File: src/hw/rtl/dstq_pkg.sv
// Shared types and constants of the sorted deadline timer queue.
package dstq_pkg;

  localparam int unsigned DEPTH     = 16;
  localparam int unsigned ID_BITS   = 8;
  localparam int unsigned CNT_BITS  = $clog2(DEPTH + 1);
  localparam int unsigned TID_W     = 8;
  localparam int unsigned DL_W      = 64;
  localparam int unsigned CNT_OUT_W = 5;
  localparam int unsigned IN_W      = 144;
  localparam int unsigned OUT_W     = 88;

  localparam logic [DL_W-1:0] DL_MAX = {1'b0, {(DL_W-1){1'b1}}};

  typedef enum logic [1:0] {
    OP_INSERT = 2'd0,
    OP_REMOVE = 2'd1,
    OP_POP    = 2'd2,
    OP_QUERY  = 2'd3
  } op_e;

  typedef enum logic [1:0] {
    ST_OK        = 2'd0,
    ST_FULL      = 2'd1,
    ST_NOT_FOUND = 2'd2,
    ST_DUPLICATE = 2'd3
  } status_e;

  typedef enum logic [1:0] {
    S_IDLE,
    S_EVAL,
    S_APPLY,
    S_WRITE
  } state_e;

  typedef struct packed {
    logic [ID_BITS-1:0]    id;
    logic signed [DL_W-1:0] deadline;
  } entry_t;

  // Command broadcast from the controller to every cell.
  typedef struct packed {
    logic   eval_en;
    logic   apply_en;
    op_e    op;
    logic   ok;
    entry_t entry;
  } cmd_t;

endpackage

File: src/hw/rtl/dstq_cell.sv
// One cell of the sorted chain: holds one timer and shifts with its neighbors.
module dstq_cell (
  input  logic             clk_i,
  input  logic             rst_ni,
  input  dstq_pkg::cmd_t   cmd_i,
  input  logic             occ_i,
  input  dstq_pkg::entry_t left_i,
  input  dstq_pkg::entry_t right_i,
  input  logic             left_later_i,
  input  logic             seen_i,
  output dstq_pkg::entry_t entry_o,
  output logic             later_o,
  output logic             seen_o
);

  dstq_pkg::entry_t entry_q, entry_d;
  logic later_q, later_d;
  logic match_q, match_d;

  // An empty cell counts as later than any new deadline, so the insert
  // point is the first held timer with a strictly later deadline.
  always_comb begin
    later_d = later_q;
    match_d = match_q;
    if (cmd_i.eval_en) begin
      later_d = !occ_i || ($signed(entry_q.deadline) > $signed(cmd_i.entry.deadline));
      match_d = occ_i && (entry_q.id == cmd_i.entry.id);
    end
  end

  assign seen_o = seen_i | match_q;

  always_comb begin
    entry_d = entry_q;
    if (cmd_i.apply_en && cmd_i.ok) begin
      case (cmd_i.op)
        dstq_pkg::OP_INSERT: begin
          if (later_q) begin
            entry_d = left_later_i ? left_i : cmd_i.entry;
          end
        end
        dstq_pkg::OP_REMOVE: begin
          if (seen_o) begin
            entry_d = right_i;
          end
        end
        dstq_pkg::OP_POP: begin
          entry_d = right_i;
        end
        default: begin
          entry_d = entry_q;
        end
      endcase
    end
  end

  always_ff @(posedge clk_i or negedge rst_ni) begin
    if (!rst_ni) begin
      later_q <= 1'b0;
      match_q <= 1'b0;
    end else begin
      later_q <= later_d;
      match_q <= match_d;
    end
  end

  always_ff @(posedge clk_i) begin
    entry_q <= entry_d;
  end

  assign entry_o = entry_q;
  assign later_o = later_q;

endmodule

File: src/hw/rtl/deadline_sorted_timer_queue.sv
// Top level of the sorted deadline timer queue: controller and chain of cells.
//
// This block keeps up to DEPTH timers sorted by signed 64-bit deadline in a
// row of cells, the earliest at the head; a new timer goes after any held
// timers with the same deadline. Each input word carries one operation
// (insert, remove by id, pop the head if its deadline is at or before now,
// or query) and yields exactly one result word. After the word is accepted
// the block runs a compare step, in which every cell compares its own timer
// against the key, a shift step, in which the id match runs down the chain
// and every cell shifts or holds, and a write step that loads the result
// register. The operands are taken in the idle step, and no new word is
// taken until the result of the word at work is loaded. A new word is
// accepted while a previous result still waits to be taken; the block then
// holds in its last step until the output register is free. The occupancy
// of the cells follows from the held count alone, so there is no clearing
// pass after reset.
module deadline_sorted_timer_queue (
  input  logic                       clk_i,
  input  logic                       rst_ni,
  input  logic                       s_axis_tvalid_i,
  output logic                       s_axis_tready_o,
  // Fields from bit 0: opcode[1:0], timer_id[9:2], deadline[73:10],
  // now[137:74], zero fill [143:138].
  input  logic [dstq_pkg::IN_W-1:0]  s_axis_tdata_i,
  output logic                       m_axis_tvalid_o,
  input  logic                       m_axis_tready_i,
  // Fields from bit 0: status[1:0], id_present[2], popped_valid[3],
  // popped_id[11:4], next_deadline[75:12], entry_count[80:76],
  // zero fill [87:81].
  output logic [dstq_pkg::OUT_W-1:0] m_axis_tdata_o
);

  localparam int unsigned D = dstq_pkg::DEPTH;

  dstq_pkg::state_e state_q, state_d;

  // Operand registers of the word at work.
  dstq_pkg::op_e                  op_q;
  logic [dstq_pkg::ID_BITS-1:0]   id_q;
  logic [dstq_pkg::DL_W-1:0]      dl_q;
  logic [dstq_pkg::DL_W-1:0]      now_q;
  logic                           expire_q;

  logic [dstq_pkg::CNT_BITS-1:0]  count_q, count_d;

  // Result fields recorded during the shift step.
  dstq_pkg::status_e              status_q, status_d;
  logic                           present_q;
  logic                           popv_q, popv_d;
  logic [dstq_pkg::ID_BITS-1:0]   popid_q, popid_d;

  logic                           out_vld_q;
  logic [dstq_pkg::OUT_W-1:0]     out_data_q, out_data_d;

  dstq_pkg::cmd_t                 cmd;
  dstq_pkg::entry_t               entries [D];
  logic [D-1:0]                   later;
  logic [D-1:0]                   seen;
  logic [D-1:0]                   occ;
  logic                           present;
  logic                           full;
  logic                           expire_now;
  logic                           load_out;
  logic                           accept;

  assign accept  = s_axis_tvalid_i && s_axis_tready_o;
  assign present = seen[D-1];
  assign full    = (count_q == dstq_pkg::CNT_BITS'(D));

  // Cells at or beyond the held count are empty.
  for (genvar i = 0; i < D; i++) begin : g_occ
    assign occ[i] = (dstq_pkg::CNT_BITS'(i) < count_q);
  end

  assign expire_now = occ[0] && !($signed(entries[0].deadline) > $signed(now_q));

  // Controller: sequences compare, shift and result load for each word.
  always_comb begin
    state_d         = state_q;
    s_axis_tready_o = 1'b0;
    load_out        = 1'b0;
    cmd.eval_en     = 1'b0;
    cmd.apply_en    = 1'b0;
    cmd.op          = op_q;
    cmd.ok          = 1'b0;
    cmd.entry.id    = id_q;
    cmd.entry.deadline = dl_q;
    count_d         = count_q;
    status_d        = status_q;
    popv_d          = popv_q;
    popid_d         = popid_q;

    case (state_q)
      dstq_pkg::S_IDLE: begin
        s_axis_tready_o = 1'b1;
        if (s_axis_tvalid_i) begin
          state_d = dstq_pkg::S_EVAL;
        end
      end
      dstq_pkg::S_EVAL: begin
        cmd.eval_en = 1'b1;
        state_d     = dstq_pkg::S_APPLY;
      end
      dstq_pkg::S_APPLY: begin
        cmd.apply_en = 1'b1;
        status_d     = dstq_pkg::ST_OK;
        popv_d       = 1'b0;
        popid_d      = '0;
        case (op_q)
          dstq_pkg::OP_INSERT: begin
            // The duplicate check takes precedence over the full check.
            if (present) begin
              status_d = dstq_pkg::ST_DUPLICATE;
            end else if (full) begin
              status_d = dstq_pkg::ST_FULL;
            end else begin
              cmd.ok  = 1'b1;
              count_d = count_q + 1'b1;
            end
          end
          dstq_pkg::OP_REMOVE: begin
            if (present) begin
              cmd.ok  = 1'b1;
              count_d = count_q - 1'b1;
            end else begin
              status_d = dstq_pkg::ST_NOT_FOUND;
            end
          end
          dstq_pkg::OP_POP: begin
            if (expire_q) begin
              cmd.ok  = 1'b1;
              count_d = count_q - 1'b1;
              popv_d  = 1'b1;
              popid_d = entries[0].id;
            end
          end
          default: begin
            cmd.ok = 1'b0;
          end
        endcase
        state_d = dstq_pkg::S_WRITE;
      end
      dstq_pkg::S_WRITE: begin
        if (!out_vld_q || m_axis_tready_i) begin
          load_out = 1'b1;
          state_d  = dstq_pkg::S_IDLE;
        end
      end
      default: begin
        state_d = dstq_pkg::S_IDLE;
      end
    endcase
  end

  // Result word, taken from the head cell after the shift has settled.
  always_comb begin
    out_data_d          = '0;
    out_data_d[1:0]     = status_q;
    out_data_d[2]       = present_q;
    out_data_d[3]       = popv_q;
    out_data_d[11:4]    = dstq_pkg::TID_W'(popid_q);
    out_data_d[75:12]   = (count_q != '0) ? entries[0].deadline : dstq_pkg::DL_MAX;
    out_data_d[80:76]   = dstq_pkg::CNT_OUT_W'(count_q);
  end

  always_ff @(posedge clk_i or negedge rst_ni) begin
    if (!rst_ni) begin
      state_q   <= dstq_pkg::S_IDLE;
      count_q   <= '0;
      out_vld_q <= 1'b0;
    end else begin
      state_q <= state_d;
      count_q <= count_d;
      if (load_out) begin
        out_vld_q <= 1'b1;
      end else if (m_axis_tready_i) begin
        out_vld_q <= 1'b0;
      end
    end
  end

  always_ff @(posedge clk_i) begin
    if (accept) begin
      op_q  <= dstq_pkg::op_e'(s_axis_tdata_i[1:0]);
      id_q  <= s_axis_tdata_i[2 +: dstq_pkg::ID_BITS];
      dl_q  <= s_axis_tdata_i[73:10];
      now_q <= s_axis_tdata_i[137:74];
    end
    if (state_q == dstq_pkg::S_EVAL) begin
      expire_q <= expire_now;
    end
    if (state_q == dstq_pkg::S_APPLY) begin
      present_q <= present;
    end
    status_q <= status_d;
    popv_q   <= popv_d;
    popid_q  <= popid_d;
    if (load_out) begin
      out_data_q <= out_data_d;
    end
  end

  // The chain: each cell sees its left and right neighbor only. The head
  // has no left neighbor, so it takes the new timer when it is the insert
  // point.
  for (genvar i = 0; i < D; i++) begin : g_cell
    dstq_pkg::entry_t left_e, right_e;
    logic left_later, seen_in;
    if (i == 0) begin : g_head
      assign left_e     = '0;
      assign left_later = 1'b0;
      assign seen_in    = 1'b0;
    end else begin : g_body
      assign left_e     = entries[i-1];
      assign left_later = later[i-1];
      assign seen_in    = seen[i-1];
    end
    if (i == D - 1) begin : g_tail
      assign right_e = '0;
    end else begin : g_mid
      assign right_e = entries[i+1];
    end
    dstq_cell u_cell (
      .clk_i        (clk_i),
      .rst_ni       (rst_ni),
      .cmd_i        (cmd),
      .occ_i        (occ[i]),
      .left_i       (left_e),
      .right_i      (right_e),
      .left_later_i (left_later),
      .seen_i       (seen_in),
      .entry_o      (entries[i]),
      .later_o      (later[i]),
      .seen_o       (seen[i])
    );
  end

  assign m_axis_tvalid_o = out_vld_q;
  assign m_axis_tdata_o  = out_data_q;

  // The held count never exceeds the number of cells.
  a_count_bound: assert property (@(posedge clk_i) disable iff (!rst_ni)
    count_q <= dstq_pkg::CNT_BITS'(D))
    else $error("held count above depth");

  // A full report is only given when every cell is occupied.
  a_full_count: assert property (@(posedge clk_i) disable iff (!rst_ni)
    (out_vld_q && out_data_q[1:0] == dstq_pkg::ST_FULL) |->
      out_data_q[80:76] == dstq_pkg::CNT_OUT_W'(D))
    else $error("full status with free cells");

  // A duplicate report implies the id was seen in the chain.
  a_dup_present: assert property (@(posedge clk_i) disable iff (!rst_ni)
    (out_vld_q && out_data_q[1:0] == dstq_pkg::ST_DUPLICATE) |-> out_data_q[2])
    else $error("duplicate status without presence");

  // A popped id is reported only with a pop, and a pop never fails.
  a_pop_clean: assert property (@(posedge clk_i) disable iff (!rst_ni)
    (out_vld_q && !out_data_q[3]) |-> out_data_q[11:4] == '0)
    else $error("popped id without pop");

  // A successful operation moves the count by one in the shift step.
  a_count_step: assert property (@(posedge clk_i) disable iff (!rst_ni)
    (state_q != dstq_pkg::S_APPLY) |=> $stable(count_q) || $past(state_q) == dstq_pkg::S_APPLY)
    else $error("count changed outside shift step");

endmodule

File: config.mk
export PLATFORM = sky130hd
export DESIGN_NAME = deadline_sorted_timer_queue
export DESIGN_NICKNAME = d
export VERILOG_FILES = /design/src/hw/rtl/dstq_pkg.sv /design/src/hw/rtl/dstq_cell.sv /design/src/hw/rtl/deadline_sorted_timer_queue.sv
export SDC_FILE = /design/constraint.sdc
export NUM_CORES = 2
export LEC_CHECK = 0
export ABC_AREA = 1
export BUFFER_PORTS_ARGS = -buffer_cell sky130_fd_sc_hd__buf_2
export CORE_ASPECT_RATIO = 1.4
export CORE_UTILIZATION = 40
export CTS_BUF_LIST = sky130_fd_sc_hd__clkbuf_16
export CTS_CLUSTER_SIZE = 14
export DETAILED_ROUTE_END_ITERATION = 8
export SETUP_SLACK_MARGIN = 0.02
export SLEW_MARGIN = 20
export SYNTH_ARGS = -nofsm -noshare
export SYNTH_HDL_FRONTEND = slang
export SYNTH_SLANG_ARGS = --single-unit
File: constraint.sdc
create_clock -name clk_i -period 7.21 [get_ports clk_i]
set_clock_uncertainty 0.2 [all_clocks]
set_input_delay 0 -clock clk_i [delete_from_list [all_inputs] [get_ports clk_i]]
set_output_delay 0 -clock clk_i [all_outputs]
set_load 0.005 [all_outputs]
==> results.txt <==
Outcome - finished clean
# setup viols final - 0
Clock transition at path regs - 0.06 ns
Yosys warns - 0
Post-DRT Antenna Nets - 0
Post-Syn Instances - 10700
Row count - 210
Number of synthesized flops with an enable pin - 1384
Final wirelength - 310 mm
Via count - 79200
Die ar. - 0.238 mm²
Register area share after synthesis - 45.0%
Max cap viols - 0
Crit path max fanout - 63
WS Path Type - reg -> reg
Library cells used by synthesis - 56
Area after DPL - 0.0982 mm²
Avg Inst Size Synth - 8.86 µm²
Worst skew pair latency - 0.88 ns
Synth area leaders - edfxtp_1 (44%), ha_1 (15%), nand2_1 (9.0%), o21ai_0 (7.4%), o211ai_1 (5.8%)
Post-synth top area share - 44.0%
WP data required - 7.43 ns
Area Overhead vs Synth - 12.2%
Worst VDD drop - 0.207 mV
Initial Utilization - 40.3%
Post-DP HPWL - 223 mm
Post-CTS Resized - 0
Period utilization - 63.2%
Top-Level Pins - 238
Final instance area - 0.106 mm²
Setup_tns - 0 ns
DR pass1 iterations - 7
Min Tclk post-route - 4.56 ns
Global route overflow - 0
# DRC - 0
Hold WC Path Type - in -> async
First-pass GRT wire length - 465 mm
Yosys top cell by area - edfxtp_1
Routed len/inst - 22.1 µm
Post-Syn Area - 0.0945 mm²
TritonCTS Buffers - 166
Relative slew slack - 14.8%
CP startpoint kind - flop
Clock Path Buffers - 4
Gr usage total - 25.5%
Hold Vio Cnt, Final - 0
Fraction of layout cells with a size suffix above 1 - 5.77%
Initial antenna violation count - 9
Critical Path Sink Type - flop
CORE AREA - 0.234 mm²
Post-synthesis register bit count - 1424
Critical path arrival - 4.78 ns
Worst-Margin Slew - 1.26 ns
1st-iter DRT viols - 7255
Async SR Flop Fraction - 2.81%
GP Congestion - 1.01
Port Buf Inserts - 224
RSZ-0062 raised after global routing - no
Hold slack - 0.0836 ns
Largest net degree at the start of global routing - 244
Routed vias/inst - 5.63
Power per cell area - 317 mW/mm²
Leak Pwr - 45.9 nW
Final #Nets - 12100
Die width - 413 µm
Primary FF master, synth - edfxtp_1
Die extent in y - 577 µm
H-tree levels - 4
CTS tree - built
Fill cell count - 22700
CTS root buffer - clkbuf_16
Highest clock rate - 220 MHz
Number of global-route vias before repair - 79000
Clock sink total - 1424
Max Transition Viols Final - 0
R2R cell count - 10
==> layout make-up <==
type                            instances  area [µm²]  area share (%)
Antenna cell                            4        10.0         0.00944
Clock buffer                          168        4200            3.96
Clock inverter                        122         811           0.765
Inverter                             1364        5150            4.86
Multi-Input combinational cell       7278       44500            42.0
Sequential cell                      1424       42600            40.2
Tap cell                             3074        3850            3.63
Timing Repair Buffer                  619        4920            4.64
==> critical path, cell delays in order (launching register included) <==
cell and delay [ns]:
dfrtp_1 0.53, inv_1 0.14, ha_1 0.26, nand3_1 0.17
o21ai_0 0.11, o21ai_1 0.17, nand3_2 0.49, inv_1 0.36
o21ai_0 0.21, a21oi_4 0.48, buf_4 0.90
==> path summary, 6_finish.rpt <==
| path | from | to | slack (ns) |
|---|---|---|---|
| max in group asynchronous | rst_ni | g_cell[6].u_cell.later_o | 6.14 |
| setup reg to reg | count_q[1] | g_cell[15].u_cell.entry_o[34] | 2.65 |
| setup / recovery | count_q[1] | g_cell[15].u_cell.entry_o[34] | 2.65 |
| min in group clk_i | s_axis_tvalid_i | op_q[1] | 0.16 |
| hold / removal | rst_ni | state_q[1] | 0.08 |
| hold reg to reg | popid_q[3] | m_axis_tdata_o[7] | 0.22 |
==> routing by layer <==
layer | vias to the layer above | track usage (%) | routed length (µm) | share of wire [%]
li1 | 37900 | - | - | -
met1 | 38000 | 29.7 | 120000 | 39
met2 | 2623 | 44.4 | 152000 | 49
met3 | 650 | 2.94 | 17300 | 5.6
met4 | 2 | 15.5 | 20900 | 6.7
met5 | - | 0 | 13 | 0.0042
==> cell families after synthesis <==
| group | Yosys count | share of synthesized area (%) |
|---|---|---|
| XOR/XNOR | 46 | 0.426 |
| other | 1 | 0.00397 |
| AND/OR/NAND/NOR | 2913 | 12.3 |
| buffers and inverters | 1973 | 8.10 |
| AO/OA/AOI/OAI | 3213 | 19.6 |
| adder cells (fa/ha/maj) | 1099 | 14.6 |
| flip-flops | 1424 | 45.0 |
==> cells in the final DEF, fill, tap and decap left out, types with 27 or more instances in the layout <==
cell type,n
xor2_1,38
dfrtp_1,27
a22oi_1,69
nor2_1,309
nand2_1,2277
clkinv_2,35
inv_1,1383
clkbuf_16,168
dlygate4sd3_1,282
buf_4,103
buf_2,224
edfxtp_1,1384
nor4_1,33
a21oi_1,855
o22ai_1,52
nor3_1,49
nand4_1,89
nand3_1,106
ha_1,1098
o21ai_0,1392
clkinv_1,34
o211ai_1,731
o21a_1,53
==> state kept, by name, summed over array words and instances (netlist names), 2 cells and up <==
name / cells
status_q: 2
id_q: 8
dl_q: 64
state_q: 2
g_cell.u_cell.later_o: 16
now_q: 64
popid_q: 8
count_q: 5
op_q: 2
g_cell.u_cell.match_q: 16
m_axis_tdata_o: 81
g_cell.u_cell.entry_o: 1152
==> metrics by stage <==
stage	std cells	utilization (%)	total power, W	setup slack [ns]
after global routing	14100	45.2	0.0357	2.49
final	14100	45.2	0.0336	2.65
after CTS	14000	45.2	0.0337	2.75
after global placement	13500	41.9	0.0248	2.98
after floorplan	10700	-	0.0210	0.164
after detailed placement	13500	41.9	0.0253	2.84
==> cell usage after synthesis (all sizes together), types with 5 or more instances <==
master and number:
nand2 2279, o21ai 1395, edfxtp 1384, inv 1361
ha 1099, a21oi 859, o211ai 731, clkbuf 395
nor2 318, buf 214, nand3 111, nand4 90
a22oi 69, nor3 58, o21a 54, o22ai 52
nor4 41, dfrtp 40, xor2 38, a2111oi 12
o21bai 11, xnor2 8, a221oi 7, o2111ai 7
nand3b 6, a211oi 5, a21o 5
==> what timing repair did <==
action / in CTS / in global routing
hold buffers: 282 / 0
hold endpoints to repair: 283 / 0
setup buffers: 0 / 0
==> where the power goes <==
group / internal [W] / switching (W) / total [W]
clock: 0.00455 / 0.00371 / 0.00826
sequential: 0.0114 / 0.00137 / 0.0128
combinational: 0.00385 / 0.00875 / 0.0126
(Power assumes the default switching activity.)
